===== config.mk =====
export PLATFORM = sky130hd
export DESIGN_NAME = marker_length_frame_deframer_unit
export DESIGN_NICKNAME = d
export VERILOG_FILES = /design/src/rtl/mlfd_pkg.sv /design/src/rtl/mlfd_cfg_regs.sv /design/src/rtl/mlfd_parser.sv /design/src/rtl/marker_length_frame_deframer_unit.sv
export SDC_FILE = /design/constraint.sdc
export NUM_CORES = 1
export LEC_CHECK = 0
export ABC_CLOCK_PERIOD_IN_PS = 1800
export BUFFER_PORTS_ARGS = -buffer_cell sky130_fd_sc_hd__buf_2
export CORE_AREA = 3 3 83 85
export DETAILED_ROUTE_END_ITERATION = 16
export DIE_AREA = 0 0 86 88
export GPL_TIMING_DRIVEN = 0
export SYNTH_ARGS = -nofsm -noshare
export SYNTH_HDL_FRONTEND = slang
export SYNTH_HIERARCHICAL = 1
export SYNTH_SLANG_ARGS = --single-unit

===== constraint.sdc =====
create_clock -name clk -period 1.8 [get_ports clk]
set_clock_uncertainty 0.15 [all_clocks]
set_input_delay 0.36 -clock clk [delete_from_list [all_inputs] [get_ports clk]]
set_output_delay 0.36 -clock clk [all_outputs]
set_load 0.02 [all_outputs]

===== src/rtl/mlfd_pkg.sv =====
// shared types and constants for the marker/length frame deframer
// no dependencies; imported by every module of the block

package mlfd_pkg;

    // parser phase codes
    localparam logic [2:0] PH_HUNT    = 3'd0;
    localparam logic [2:0] PH_START   = 3'd1;
    localparam logic [2:0] PH_LENGTH  = 3'd2;
    localparam logic [2:0] PH_PAYLOAD = 3'd3;
    localparam logic [2:0] PH_MARK2   = 3'd4;
    localparam logic [2:0] PH_END     = 3'd5;

    // result kinds
    localparam logic [1:0] KIND_DATA = 2'd0;
    localparam logic [1:0] KIND_OK   = 2'd1;
    localparam logic [1:0] KIND_BAD  = 2'd2;

    // configuration register indexes
    localparam logic [1:0] CFG_START  = 2'd0;
    localparam logic [1:0] CFG_MARKER = 2'd1;
    localparam logic [1:0] CFG_END    = 2'd2;

    // configuration register reset values
    localparam logic [7:0] START_RST  = 8'd2;
    localparam logic [7:0] MARKER_RST = 8'd27;
    localparam logic [7:0] END_RST    = 8'd3;

    typedef struct packed {
        logic [7:0] start_byte;
        logic [7:0] marker_byte;
        logic [7:0] end_byte;
    } cfg_t;

    typedef struct packed {
        logic       valid;
        logic [7:0] out_byte;
        logic [1:0] kind;
    } res_t;

endpackage


===== src/rtl/mlfd_cfg_regs.sv =====
// configuration registers: start, marker and end byte values
// depends on mlfd_pkg

module mlfd_cfg_regs
    import mlfd_pkg::*;
(
    input  logic       clk,
    input  logic       rst_n,
    input  logic       wr_en,
    input  logic [1:0] wr_index,
    input  logic [7:0] wr_data,
    output cfg_t       cfg
);

    cfg_t cfg_reg;
    cfg_t cfg_next;

    always_comb
    begin
        cfg_next = cfg_reg;
        if (wr_en)
        begin
            case (wr_index)
                CFG_START:  cfg_next.start_byte  = wr_data;
                CFG_MARKER: cfg_next.marker_byte = wr_data;
                CFG_END:    cfg_next.end_byte    = wr_data;
                default:    cfg_next = cfg_reg; // unmapped index, ignored
            endcase
        end
    end

    always_ff @(posedge clk or negedge rst_n)
    begin
        if (!rst_n)
        begin
            cfg_reg.start_byte  <= START_RST;
            cfg_reg.marker_byte <= MARKER_RST;
            cfg_reg.end_byte    <= END_RST;
        end
        else
        begin
            cfg_reg <= cfg_next;
        end
    end

    assign cfg = cfg_reg;

endmodule


===== src/rtl/mlfd_parser.sv =====
// frame parser: phase and byte counter, one byte per step
// depends on mlfd_pkg

module mlfd_parser
    import mlfd_pkg::*;
(
    input  logic       clk,
    input  logic       rst_n,
    input  logic       step,
    input  logic [7:0] rx_byte,
    input  cfg_t       cfg,
    output res_t       res
);

    logic [2:0] phase_reg;
    logic [2:0] phase_next;
    logic [7:0] left_reg;
    logic [7:0] left_next;

    always_comb
    begin
        phase_next = phase_reg;
        left_next  = left_reg;
        res        = '0;
        case (phase_reg)
            PH_START:
            begin
                // marker wins when start and marker are equal
                if (rx_byte == cfg.marker_byte)
                    phase_next = PH_LENGTH;
                else if (rx_byte == cfg.start_byte)
                    phase_next = PH_START;
                else
                    phase_next = PH_HUNT;
            end
            PH_LENGTH:
            begin
                left_next  = rx_byte;
                phase_next = (rx_byte == 8'd0) ? PH_MARK2 : PH_PAYLOAD;
            end
            PH_PAYLOAD:
            begin
                left_next = left_reg - 8'd1;
                if (left_reg == 8'd1)
                    phase_next = PH_MARK2;
                res.valid    = 1'b1;
                res.out_byte = rx_byte;
                res.kind     = KIND_DATA;
            end
            PH_MARK2:
            begin
                if (rx_byte == cfg.marker_byte)
                begin
                    phase_next = PH_END;
                end
                else
                begin
                    phase_next = PH_HUNT;
                    res.valid  = 1'b1;
                    res.kind   = KIND_BAD;
                end
            end
            PH_END:
            begin
                phase_next = PH_HUNT;
                res.valid  = 1'b1;
                res.kind   = (rx_byte == cfg.end_byte) ? KIND_OK : KIND_BAD;
            end
            default:
            begin
                // hunting, unused codes behave the same
                phase_next = (rx_byte == cfg.start_byte) ? PH_START : PH_HUNT;
            end
        endcase
    end

    always_ff @(posedge clk or negedge rst_n)
    begin
        if (!rst_n)
        begin
            phase_reg <= PH_HUNT;
            left_reg  <= 8'd0;
        end
        else if (step)
        begin
            phase_reg <= phase_next;
            left_reg  <= left_next;
        end
    end

endmodule


===== src/rtl/marker_length_frame_deframer_unit.sv =====
// top level of the marker/length frame deframer
// depends on mlfd_pkg, mlfd_cfg_regs and mlfd_parser

// Receives a byte stream on the slave side and finds frames of the form
// start, marker, length L, L payload bytes, marker, end. Every payload byte
// is sent out as it arrives with tuser kind 0; after the trailer one more
// request reports kind 1 (trailer matched) or kind 2 (trailer mismatch,
// with zero data). A wrong header byte sends the parser back to hunting
// without any output. Timing: one byte per clock sustained while the
// master side takes results; a byte goes from the input register through
// the parser into the output register before its result is presented on
// the master side. The input register holds one byte while the output
// register is stalled, and the parser state advances only when a byte
// moves into the parser step.
// Configuration writes (start, marker, end byte) are always accepted and
// should be made only while the block is idle.

module marker_length_frame_deframer_unit
    import mlfd_pkg::*;
(
    input  logic       clk,
    input  logic       rst_n,
    // receive stream
    input  logic       s_tvalid,
    output logic       s_tready,
    input  logic [7:0] s_tdata,   // [7:0] rx_byte
    // result stream
    output logic       m_tvalid,
    input  logic       m_tready,
    output logic [7:0] m_tdata,   // [7:0] out_byte
    output logic [1:0] m_tuser,   // [1:0] kind
    // configuration write channel
    input  logic       cfg_valid,
    output logic       cfg_ready,
    input  logic [1:0] cfg_index,
    input  logic [7:0] cfg_data
);

    cfg_t       cfg;
    res_t       res;

    // input register
    logic       in_valid_reg;
    logic       in_valid_next;
    logic [7:0] in_byte_reg;

    // output register
    logic       out_valid_reg;
    logic       out_valid_next;
    logic [7:0] out_byte_reg;
    logic [1:0] out_kind_reg;

    logic       out_free;
    logic       step;
    logic       s_fire;

    assign cfg_ready = 1'b1;

    mlfd_cfg_regs u_cfg (
        .clk      (clk),
        .rst_n    (rst_n),
        .wr_en    (cfg_valid),
        .wr_index (cfg_index),
        .wr_data  (cfg_data),
        .cfg      (cfg)
    );

    // output slot is free when empty or being taken this cycle
    assign out_free = !out_valid_reg || m_tready;
    // the buffered byte is parsed when its result has somewhere to go
    assign step     = in_valid_reg && out_free;
    assign s_tready = !in_valid_reg || step;
    assign s_fire   = s_tvalid && s_tready;

    mlfd_parser u_parser (
        .clk     (clk),
        .rst_n   (rst_n),
        .step    (step),
        .rx_byte (in_byte_reg),
        .cfg     (cfg),
        .res     (res)
    );

    always_comb
    begin
        if (s_fire)
            in_valid_next = 1'b1;
        else if (step)
            in_valid_next = 1'b0;
        else
            in_valid_next = in_valid_reg;
    end

    always_comb
    begin
        if (out_free)
            out_valid_next = step && res.valid;
        else
            out_valid_next = out_valid_reg;
    end

    // control
    always_ff @(posedge clk or negedge rst_n)
    begin
        if (!rst_n)
        begin
            in_valid_reg  <= 1'b0;
            out_valid_reg <= 1'b0;
        end
        else
        begin
            in_valid_reg  <= in_valid_next;
            out_valid_reg <= out_valid_next;
        end
    end

    // payload
    always_ff @(posedge clk)
    begin
        if (s_fire)
            in_byte_reg <= s_tdata;
        if (out_free)
        begin
            out_byte_reg <= res.out_byte;
            out_kind_reg <= res.kind;
        end
    end

    assign m_tvalid = out_valid_reg;
    assign m_tdata  = out_byte_reg;
    assign m_tuser  = out_kind_reg;

endmodule


# After elaboration in Yosys (flattened, before gate mapping)
# Index checks and enable logic that the tools add are counted.
[word_totals]
inputBits = 23
ff_bits = 55
output_inout_bits = 13
wordCells = 54
[classes]
add_sub_neg = 1
n_mux = 14
reduce_logical = 17
n_eq_ne = 12
[ops]
columns = ["op", "count"]
rows = [
  ["8-bit == test", 3],
  ["8-bit case mux with 2 select lines", 1],
  ["3-bit case mux with 5 select lines", 1],
  ["3-bit 2-to-1 mux", 4],
  ["2-bit AND reduction", 5],
  ["8-bit by 1-bit == test with 1-bit output (second input constant)", 1],
  ["8-bit zero test", 1],
  ["8-bit by 1-bit subtractor with 8-bit output (second input constant)", 1],
  ["3-bit by 2-bit == test with 1-bit output (second input constant)", 2],
  ["3-bit == test (second input constant)", 2],
  ["1-bit 2-to-1 mux", 4],
  ["2-bit 2-to-1 mux", 2],
  ["2-bit case mux with 2 select lines", 1],
  ["2-bit nonzero test", 2],
  ["3-bit by 1-bit == test with 1-bit output (second input constant)", 1],
  ["1-bit logical AND", 3],
  ["2-bit by 1-bit == test with 1-bit output (second input constant)", 1],
  ["2-bit == test (second input constant)", 1],
  ["1-bit zero test", 2],
  ["2-bit zero test", 1],
  ["1-bit logical OR", 2],
  ["2-bit by 1-bit inequality test with 1-bit output (second input constant)", 1],
  ["1-bit case mux with 2 select lines", 1],
  ["2-bit OR reduction", 1],
]

# Depth between registers and ports, before layout
# Gate-level depths: netlist of the first run.
[depth]
depth_word = 6
depth_mapped = 7
depth_no_buf = 7

# Cells and area by module
# Netlist of the first run, hierarchy kept.
[modules_own_cells]
columns = ["mod", "n_inst", "area_each_um2", "seq_area_each_um2", "cells_each"]
rows = [
  ["mlfd_parser", 1, 1194.9, 275.3, 149],
  ["mlfd_cfg_regs", 1, 920.9, 609.3, 51],
  ["marker_length_frame_deframer_unit", 1, 641.9, 590.6, 29],
]

# Worst setup path after synthesis of the first run
# Ideal clock, no wire load.
[synth_path]
path_kind = "flip-flop to flip-flop"
start = "register out_valid_reg, in the netlist m_tvalid"
end = "register u_parser.left_reg[3]"
setup_slack_ps = -25
stages_incl_launch_ff = 6
required_ps = 1529
synth_period_minus_slack_ps = 1825
arrival_ps = 1553
cell_sequence = "dfrtp_1 > nand2b_1 > and2_1 > nand2_1 > buf_2 > o22a_1"
[synth_between]
elab_chain_len = 4
[synth_lines]
columns = ["item", "line", "rtl"]
rows = [
  ["start, declared", "marker_length_frame_deframer_unit.sv:48", "logic out_valid_reg;"],
  ["start signal, assigned", "marker_length_frame_deframer_unit.sv:113", "out_valid_reg <= out_valid_next;"],
  ["1-bit zero test", "marker_length_frame_deframer_unit.sv:69", "assign out_free = !out_valid_reg || m_tready;"],
  ["1-bit logical OR", "marker_length_frame_deframer_unit.sv:69", ""],
  ["via out_free", "marker_length_frame_deframer_unit.sv:53", "logic out_free;"],
  ["1-bit logical AND", "marker_length_frame_deframer_unit.sv:71", "assign step = in_valid_reg && out_free;"],
  ["via step", "marker_length_frame_deframer_unit.sv:54", "logic step;"],
  ["2-bit AND reduction (no line)", "-", ""],
  ["end signal, assigned", "mlfd_parser.sv:87", "left_reg <= left_next;"],
  ["end, declared", "mlfd_parser.sv:17", "logic [7:0] left_reg;"],
]
# The timed path passes the listed nets, and every way through them passes these cells.
# A chain may end at the register's enable or synchronous reset.

==> results of run 1 <==
[placed cells by master, fill, tap and decap left out, types with 5 or more instances in the layout]
cell type  count
dfrtp_1       30
a21oi_1        6
xor2_1         7
o21ai_0        5
nor2_1        18
buf_2         37
clkbuf_8       5
a31oi_1        5
o21ai_1        7
xnor2_1       13
buf_4          5
edfxtp_1      18
dfstp_2        7
and3_1         9
nand2_1       12
mux2_2        24
[layout make-up]
cell class | instances | area [sq um] | share of cell area (%)
Sequential cell | 55 | 1475 | 46.31
Multi-Input combinational cell | 158 | 1230 | 38.61
Timing Repair Buffer | 34 | 170.2 | 5.342
Buffer | 14 | 98.84 | 3.103
Tap cell | 77 | 96.34 | 3.024
Clock buffer | 5 | 68.82 | 2.160
Clock inverter | 3 | 38.79 | 1.218
Inverter | 2 | 7.507 | 0.2357
[what timing repair did]
| item | 4_1_cts | 5_1_grt |
|---|---|---|
| gates resized for setup | 2 | 9 |
| pin swaps | 0 | 1 |
| endpoints found under the setup margin | 7 | 6 |
[power by group through the flow]
stage	Sequential [mW]	Clock (mW)	Combinational, mW
5_1_grt	1.62	0.861	0.679
6_report	1.60	0.809	0.615
4_1_cts	1.59	0.832	0.594
2_1_floorplan	1.58	0	0.456
3_3_place_gp	1.61	0	0.583
3_5_place_dp	1.61	0	0.591
[cells by family after synthesis]
group	count (synthesis)
AOI/OAI and AO/OA	36
xor gates and xnor gates	24
adders and majority gates	2
buffers and inverters	16
DFF	55
muxes	24
other	1
and+or+nand+nor	71
[routing by layer]
metal | vias up | GRT usage (%)
met4 | 0 | 5.468
met5 | - | 0
li1 | 901 | -
met2 | 53 | 23.27
met3 | 10 | 2.822
met1 | 897 | 22.31
[worst max path at each step]
stage                                  start                                end  depth (start not counted)
floorplan               m_tvalid$_DFFE_PN0P_   u_parser/left_reg[3]$_DFFE_PN0P_                          5
global placement                    m_tready   u_parser/left_reg[3]$_DFFE_PN0P_                          6
detailed placement                  m_tready   u_parser/left_reg[5]$_DFFE_PN0P_                          6
CTS                 in_byte_reg[3]$_DFFE_PP_  u_parser/phase_reg[0]$_DFFE_PN0P_                          6
global route        in_byte_reg[7]$_DFFE_PP_  u_parser/phase_reg[0]$_DFFE_PN0P_                          6
finish              in_byte_reg[6]$_DFFE_PP_               m_tuser[1]$_DFFE_PP_                          5
[worst reg2reg max path, cell delays in order (launching register included)]
cell and delay (ps):
edfxtp_1 390, buf_6 160, xor2_1 160, nor4_1 280, nand4_1 200, o211a_1 160
==> metrics.txt, run 1 <==
outcome finished, final reports clean; RSZ-0062 raised after global routing no; final hold violation count 0; CP cell instances buf_6 -> xor2_1 -> nor4_1 -> nand4_1 -> o211a_1; class of the worst hold path in -> async; CTS buffer count 5; worst r2r dst m_tuser[1]$_DFFE_PP_; synthesis-stage register bit count 55; routability cong. 0.8929; Initial DRC Count 149; worst path bufs/invs 1; Clock Sink Count 55; mux cell area share after synthesis 9.800%; die area 7568 sq um; most frequent cells after synthesis dfrtp_1, mux2_2, edfxtp_1, nor2_1, xnor2_1; synthesized area per cell 12.04 sq um; post-synth top area share 27.22%; met2 WL post-DR 2473 um; final net count 295; root buffer cell clkbuf_8; Metal-1 WL 2670 um; setup_tns 0 ps; CP max-delay cell edfxtp_1; Min Hold Slack 0.9687 ps; Slew Viols, Final 0; dominant synthesized flop cell dfrtp_1; sequential share of power 52.8%; Design Power 3.020 mW; DP Wirelength 4018 um; Achievable Freq 582.1 MHz; fin util 50.75%; Worst-Skew Late Latency 300 ps; GRT overflow 0; Die Y 88 um; arrival time at the worst endpoint 1640 ps; crit start category flop; CTS Buffer Depth 2; DR WL/cell 15.89 um; initial antenna violation count 0; Net Sw Frac 27.35%; vias in the first global route 1790; DR top layer met4; first-pass GRT wire length 9018 um; post-synthesis simple-gate area fraction 15.65%; htree depth 2; max reg flops 24; final number of setup-violating endpoints 0; input/output buffers 34; Min Clock Period, post-route 1718 ps; diode count 0; Max-Cap Viols 0; Pleak 1.410 nW; global-route usage over all layers 15.43%; Cell Area, Placed 3027 sq um; Setup WS post-layout 82.10 ps; CP Capture Type flop; Final ANT Viol Nets 0; area delta synth->final 15.52%; combinational share of power 20.4%; PwrDens 948.2 nW/um^2; Vias/cell 5.348; Synthesized Nets 254; drt pass-1 iters 4; Max-slew headroom 43.71%; largest family of logic cells by synthesized area simple AND/OR/NAND/NOR gates; worst setup path category reg -> reg; Hold Buf Count CTS 0; dpl ws -180.8 ps; ys async rst share 67.27%; post-synthesis sequential area ratio 53.49%; Post-Synth XOR/XNOR Area 7.623%; critical path peak fanout 6; Worst VDD drop 0.0004579 V; Die Span X 86 um; Detailed Route WL 5528 um; cell internal pwr 2.194 mW; post-CTS setup buffers 0; Core Rows 29; total number of vias 1861; post-route insts no fill 348; worst r2r path cells 5; met3 WL post-DR 266 um; max incr delay on CP 390 ps; synthesized instance count 229; Clk pin slew, worst setup/hold paths 100 ps; Yosys Warn Count 6; final instance area 3186 sq um; Tcrit/Tclk final 95.44%; I/O Pins 36; Remaining DRCs 0; largest net degree at the start of global routing 38; CTS tree yes; top-count cell post-synth dfrtp_1; reg2reg setup slack 80 ps; Initial Util 43.93%; layout cell share with drive strength beyond 1 39.85%; Worst-Margin Slew 844.4 ps; CP required 1720 ps; Adder-Cell Fraction of Synth Area 0.9074%; CORE AREA 6277 sq um; Compound-Gate Fraction of Synth Area 8.575%; reg2reg start in_byte_reg[6]$_DFFE_PP_; Clk pwr share 26.8%; area leader, netlist dfrtp_1; Fill cells 559; unique cell type count in the Yosys netlist 46; EDFF count, synth 18; net switching power 0.8262 mW; synthesized cell area 2758 sq um; Placed Cells incl. Taps 340; CP top delay family simple AND/OR/NAND/NOR gates; Synth area leaders dfrtp_1, edfxtp_1, mux2_2, dfstp_2, xnor2_1
No activity file was read; power rests on OpenSTA's default activity.
==> run 2: changes to the inputs <==
--- a/config.mk
+++ b/config.mk
@@ -5,11 +5,13 @@
 export SDC_FILE = /design/constraint.sdc
 export NUM_CORES = 1
 export LEC_CHECK = 0
+export ABC_AREA = 1
 export ABC_CLOCK_PERIOD_IN_PS = 1800
 export BUFFER_PORTS_ARGS = -buffer_cell sky130_fd_sc_hd__buf_2
-export CORE_AREA = 3 3 83 85
+export CORE_AREA = 3 3 73 102
 export DETAILED_ROUTE_END_ITERATION = 16
-export DIE_AREA = 0 0 86 88
+export DIE_AREA = 0 0 76 105
+export GPL_ROUTABILITY_DRIVEN = 0
 export GPL_TIMING_DRIVEN = 0
 export SYNTH_ARGS = -nofsm -noshare
 export SYNTH_HDL_FRONTEND = slang
==> run 2 against run 1 <==
Net effect: the flow now finishes with violations (hold timing); core utilization fell by 0.85 points; critical path depth rose by 1; global-route usage rose by 0.58 points; sequential share of layout area fell by 1.6 points; non-clock buffer count fell by 2; setup slack improved by 39 ps; hold slack got worse by 4.3 ps; register-to-register slack improved by 40 ps; die area rose by 5.4%; via count rose by 22%; routed wire length rose by 11%; sequential power rose by 9%.
==> metrics.txt, run 2 <==
drt pass-1 iters 4; post-synthesis sequential area ratio 50.60%; Setup WS post-layout 121.6 ps; arrival time at the worst endpoint 1590 ps; dpl ws -57.68 ps; CTS Buffer Depth 2; reg2reg setup slack 120 ps; dominant synthesized flop cell dfrtp_1; GRT overflow 0; PwrDens 1051 nW/um^2; final number of setup-violating endpoints 0; top-count cell post-synth nand2_1; Tcrit/Tclk final 93.25%; reg2reg start in_byte_reg[3]$_DFFE_PP_; max reg flops 24; critical path peak fanout 6; Pleak 1.616 nW; grt met2 use 30.14%; cell internal pwr 2.231 mW; final net count 407; CTS tree yes; met3 Track Usage GR 2.155%; Initial Util 44.09%; post-route insts no fill 475; CP max-delay cell edfxtp_1; first-pass GRT wire length 10190 um; Synthesized Nets 366; max incr delay on CP 360 ps; Die Span X 76 um; unique cell type count in the Yosys netlist 34; class of the worst hold path in -> async; layout cell share with drive strength beyond 1 22.72%; input/output buffers 33; worst r2r path cells 6; root buffer cell clkbuf_8; DP Wirelength 4722 um; Achievable Freq 595.8 MHz; DR WL/cell 12.97 um; GR peak layer met2; Placed Cells incl. Taps 466; Max-slew headroom 44.50%; synthesized instance count 341; Worst VDD drop 0.0004485 V; most frequent cells after synthesis nand2_1, dfrtp_1, inv_1, nor2_1; diode count 0; worst setup path category reg -> reg; largest net degree at the start of global routing 38; I/O Pins 36; commonest non-fill, non-tap cell in the layout nand2_1; Hold Buf Count CTS 0; Remaining DRCs 0; CP Capture Type flop; worst r2r dst m_tuser[1]$_DFFE_PP_; outcome finished with violations; Worst-Margin Slew 832.5 ps; area delta synth->final 13.18%; Initial DRC Count 113; synthesized area per cell 8.549 sq um; Net Sw Frac 35.68%; Yosys Warn Count 6; Worst-Skew Late Latency 310 ps; Detailed Route WL 6162 um; final instance area 3299 sq um; met1 usage 18.58%; ys async rst share 67.27%; synthesis-stage register bit count 55; Die Y 105 um; Slew Viols, Final 0; area leader, netlist dfrtp_1; CP cell instances buf_2 -> xnor2_1 -> nand4_1 -> or2_1 -> nand2_1 -> nand2_1; die area 7980 sq um; crit start category flop; post-synth top area share 25.75%; final hold violation count 10; CORE AREA 6613 sq um; Max-Cap Viols 0; vias in the first global route 2174; total number of vias 2273; Min Clock Period, post-route 1678 ps; EDFF count, synth 18; combinational share of power 29.5%; htree depth 2; sequential share of power 50.5%; Cell Area, Placed 3196 sq um; net switching power 1.237 mW; global-route usage over all layers 16.00%; initial antenna violation count 0; Min Hold Slack -3.352 ps; CTS buffer count 5; Clk pwr share 20.0%; Synth area leaders dfrtp_1, edfxtp_1, nand2_1, dfstp_2, nand4_1; CP required 1710 ps; Core Rows 35; RSZ-0062 raised after global routing no; commonest cells after routing, fill and taps aside nand2_1, buf_2, dfrtp_1; failing checks hold timing; synthesized cell area 2915 sq um; Vias/cell 4.785; most used cell, CP nand2_1; Final ANT Viol Nets 0; Clock Sink Count 55; Clk pin slew, worst setup/hold paths 110 ps
run 2: cell types whose count changed in the layout (fill, tap and decap cells not counted), moves of 5 or more:
| cell | delta |
|---|---|
| nand3_1 | +18 |
| nor2_2 | +6 |
| inv_2 | +13 |
| nor2_1 | +7 |
| mux2_2 | -24 |
| nand2_1 | +97 |
| inv_1 | +23 |
| a31oi_1 | -5 |
| nand4_1 | +14 |
| and3_1 | -9 |
run 2: worst max path at each step:
stage | startpoint | to | slack [ps] | depth (start not counted)
finish | in_byte_reg[3]$_DFFE_PP_ | m_tuser[1]$_DFFE_PP_ | 120 | 6
global route | in_byte_reg[0]$_DFFE_PP_ | m_tvalid$_DFFE_PN0P_ | 1 | 10
CTS | m_tvalid$_DFFE_PN0P_ | u_parser/left_reg[7]$_DFFE_PN0P_ | 2 | 7
detailed placement | m_tready | u_parser/left_reg[7]$_DFFE_PN0P_ | -60 | 9
global placement | m_tready | u_parser/left_reg[3]$_DFFE_PN0P_ | -30 | 8
floorplan | m_tvalid$_DFFE_PN0P_ | u_parser/left_reg[2]$_DFFE_PN0P_ | 160 | 5
run 2: critical path: cells and delay by family (launching register included):
kind	cells	cell delay, ps
xor gates and xnor gates	1	170
buffers and inverters	1	190
DFF	1	360
and+or+nand+nor	4	560
run 2: cells by family after synthesis:
| logic type | count (synthesis) | share of synthesized area [%] |
|---|---|---|
| XOR/XNOR | 17 | 5.107 |
| flip-flops | 55 | 50.60 |
| AO/OA/AOI/OAI | 28 | 5.365 |
| adder cells (fa/ha/maj) | 2 | 0.8582 |
| buffers and inverters | 51 | 8.240 |
| AND/OR/NAND/NOR | 187 | 29.70 |
| other | 1 | 0.1286 |
run 2: routing by layer:
metal,up-vias,wire [um]
met5,-,0
met4,0,76
met3,4,166
met2,45,3338
met1,1042,2581
li1,1182,-
run 2: timing repair:
action,CTS,global route
gates resized for setup,0,3
endpoints found under the setup margin,0,10
buffers inserted,0,1
run 2: layout make-up:
type / count / area [sq um]
Buffer: 12 / 93.84
Clock buffer: 5 / 68.82
Clock inverter: 3 / 25.02
Inverter: 39 / 146.4
Fill cell: 667 / 3313
Sequential cell: 55 / 1475
Tap cell: 92 / 115.1
Multi-Input combinational cell: 235 / 1202
Timing Repair Buffer: 34 / 172.7
run 2: through the flow:
stage	total power [mW]	hold slack, ps	TNS [ps]	utilization, %
6_report	3.468	-3.352	0	49.90
3_5_place_dp	2.796	315.5	-178.3	48.33
3_3_place_gp	2.770	311.0	-71.69	48.33
5_1_grt	3.701	47.45	0	49.90
2_1_floorplan	2.519	-85.59	0	-
4_1_cts	3.493	27.33	0	49.74
run 2: power groups by stage:
stage | Sequential [mW] | Combinational [mW] | Clock (mW)
after global routing | 1.79 | 1.16 | 0.750
after floorplan | 1.79 | 0.729 | 0
final | 1.75 | 1.02 | 0.692
after detailed placement | 1.77 | 1.02 | 0
after CTS | 1.75 | 1.02 | 0.715
after global placement | 1.77 | 1.00 | 0
==> run 3: changes to the inputs <==
--- a/config.mk
+++ b/config.mk
@@ -8,11 +8,14 @@
 export ABC_AREA = 1
 export ABC_CLOCK_PERIOD_IN_PS = 1800
 export BUFFER_PORTS_ARGS = -buffer_cell sky130_fd_sc_hd__buf_2
-export CORE_AREA = 3 3 73 102
+export CELL_PAD_IN_SITES_DETAIL_PLACEMENT = 1
+export CELL_PAD_IN_SITES_GLOBAL_PLACEMENT = 1
+export CORE_AREA = 3 3 74 104
 export DETAILED_ROUTE_END_ITERATION = 16
-export DIE_AREA = 0 0 76 105
+export DIE_AREA = 0 0 77 107
 export GPL_ROUTABILITY_DRIVEN = 0
 export GPL_TIMING_DRIVEN = 0
+export PLACE_DENSITY_LB_ADDON = 0.1
 export SYNTH_ARGS = -nofsm -noshare
 export SYNTH_HDL_FRONTEND = slang
 export SYNTH_HIERARCHICAL = 1
==> run 3 against run 2 <==
Net effect: setup slack got worse by 78 ps; final cell count rose by 1.7%; critical endpoint unchanged; sequential share of layout area down 1.2 points; the run still ends with hold timing left; combinational power is 6% higher; clock-buffer cell count did not move; register-to-register slack got worse by 80 ps; global-route usage rose by 2.2 points; first-iteration DRC count fell by 2.7%; sequential cell count unchanged; critical path depth did not move; maximum frequency decreased by 4.4%.
==> metrics.txt, run 3 (synthesis results as in run 2) <==
worst path bufs/invs 1; Die Y 107 um; Min Hold Slack -4.231 ps; RSZ-0062 raised after global routing yes; CTS Buffer Depth 2; Net Sw Frac 34.90%; Clk pwr share 23.1%; worst r2r dst m_tuser[1]$_DFFE_PP_; Worst-Margin Slew 860.9 ps; first-pass GRT wire length 11670 um; Final ANT Viol Nets 0; Clk pin slew, worst setup/hold paths 110 ps; Detailed Route WL 7049 um; max incr delay on CP 550 ps; Max-Cap Viols 0; diode count 0; total number of vias 2342; drt pass-1 iters 4; commonest non-fill, non-tap cell in the layout nand2_1; Worst VDD drop 0.0003839 V; Die Span X 77 um; Worst-Skew Late Latency 310 ps; final number of setup-violating endpoints 0; failing checks hold timing; Slew Viols, Final 0; CP cell instances buf_4 -> xnor2_2 -> nand4_1 -> or2_1 -> nand2_1 -> nand2_1; met3 Track Usage GR 2.689%; grt met2 use 34.04%; arrival time at the worst endpoint 1680 ps; htree depth 2; final hold violation count 2; DR WL/cell 14.59 um; Pleak 1.673 nW; Min Clock Period, post-route 1756 ps; worst r2r path cells 6; GRT overflow 0; GR peak layer met2; Achievable Freq 569.5 MHz; die area 8239 sq um; CTS tree yes; Design Power 3.682 mW; crit start category flop; DP Wirelength 5556 um; critical path depth in cells 6; final net count 412; initial antenna violation count 0; area delta synth->final 16.39%; vias in the first global route 2359; sequential share of power 47.6%; Initial Util 42.30%; CP Capture Type flop; Vias/cell 4.849; Tcrit/Tclk final 97.56%; Hold Buf Count CTS 0; Remaining DRCs 0; critical path peak fanout 6; met1 usage 20.47%; net switching power 1.285 mW; CTS buffer count 5; CP max-delay cell edfxtp_1; layout cell share with drive strength beyond 1 24.48%; reg2reg start in_byte_reg[0]$_DFFE_PP_; CORE AREA 6892 sq um; I/O Pins 36; Clock Sink Count 55; worst setup path category reg -> reg; cell internal pwr 2.397 mW; root buffer cell clkbuf_8; Max-slew headroom 42.61%; class of the worst hold path in -> async; outcome finished with violations; input/output buffers 33; global-route usage over all layers 18.25%; PwrDens 1085 nW/um^2; max reg flops 24; Core Rows 36; reg2reg setup slack 40 ps; combinational share of power 29.4%; most used cell, CP nand2_1; commonest cells after routing, fill and taps aside nand2_1, buf_2, dfrtp_1; CP required 1720 ps; Initial DRC Count 110; CP top delay family flip-flops; largest net degree at the start of global routing 38
## run 3: cell count changes in the layout (fill, tap and decap cells not counted), moves of 2 or more
cell	previous run	this run
buf_4	5	10
xnor2_1	11	8
xnor2_2	0	3
nor2_2	6	4
## run 3: routing by layer
metal  part of all wire (%)  wire, um
met1                     39      2779
met2                     56      3945
met3                    2.5       179
met4                    2.0       144
met5                      0         0
## run 3: timing repair
item,in CTS,in global routing
endpoints found under the hold margin,0,0
buffers inserted,0,6
endpoints found under the setup margin,0,9
resized for setup,0,9
## run 3: per-stage QoR
| step | TNS (ps) | instance area [sq um] | setup slack, ps | std cells | utilization, % |
|---|---|---|---|---|---|
| after detailed placement | 0 | 3199 | 16.78 | 469 | 46.42 |
| after global placement | 0 | 3199 | 21.77 | 469 | 46.42 |
| after CTS | 0 | 3316 | 7.683 | 477 | 48.11 |
| after floorplan | 0 | 2915 | 155.2 | 341 | - |
| final | 0 | 3393 | 43.98 | 483 | 49.24 |
| after global routing | -71.93 | 3393 | -30.60 | 483 | 49.24 |
## run 3: worst max path at each step
stage / from / end
floorplan: m_tvalid$_DFFE_PN0P_ / u_parser/left_reg[2]$_DFFE_PN0P_
global placement: m_tready / u_parser/left_reg[7]$_DFFE_PN0P_
detailed placement: m_tready / u_parser/left_reg[7]$_DFFE_PN0P_
CTS: in_byte_reg[7]$_DFFE_PP_ / m_tvalid$_DFFE_PN0P_
global route: in_byte_reg[7]$_DFFE_PP_ / m_tuser[1]$_DFFE_PP_
finish: in_byte_reg[0]$_DFFE_PP_ / m_tuser[1]$_DFFE_PP_
## run 3: final cells by class
type                       count  area, sq um
sequential                    55         1475
timing repair buffer          39        210.2
buffer                        12        96.34
multi-input combinational    235         1230
inverter                      39        146.4
fill                         886         3498
tap                           95        118.9
clock buffer                   5        68.82
clock inverter                 3        47.55
## run 3: power by group through the flow
stage,Combinational (mW),Clock (mW),Sequential [mW]
finish,1.08,0.849,1.75
global route,1.25,0.929,1.79
CTS,1.06,0.885,1.75
detailed placement,1.06,0,1.78
global placement,1.03,0,1.77
floorplan,0.729,0,1.79
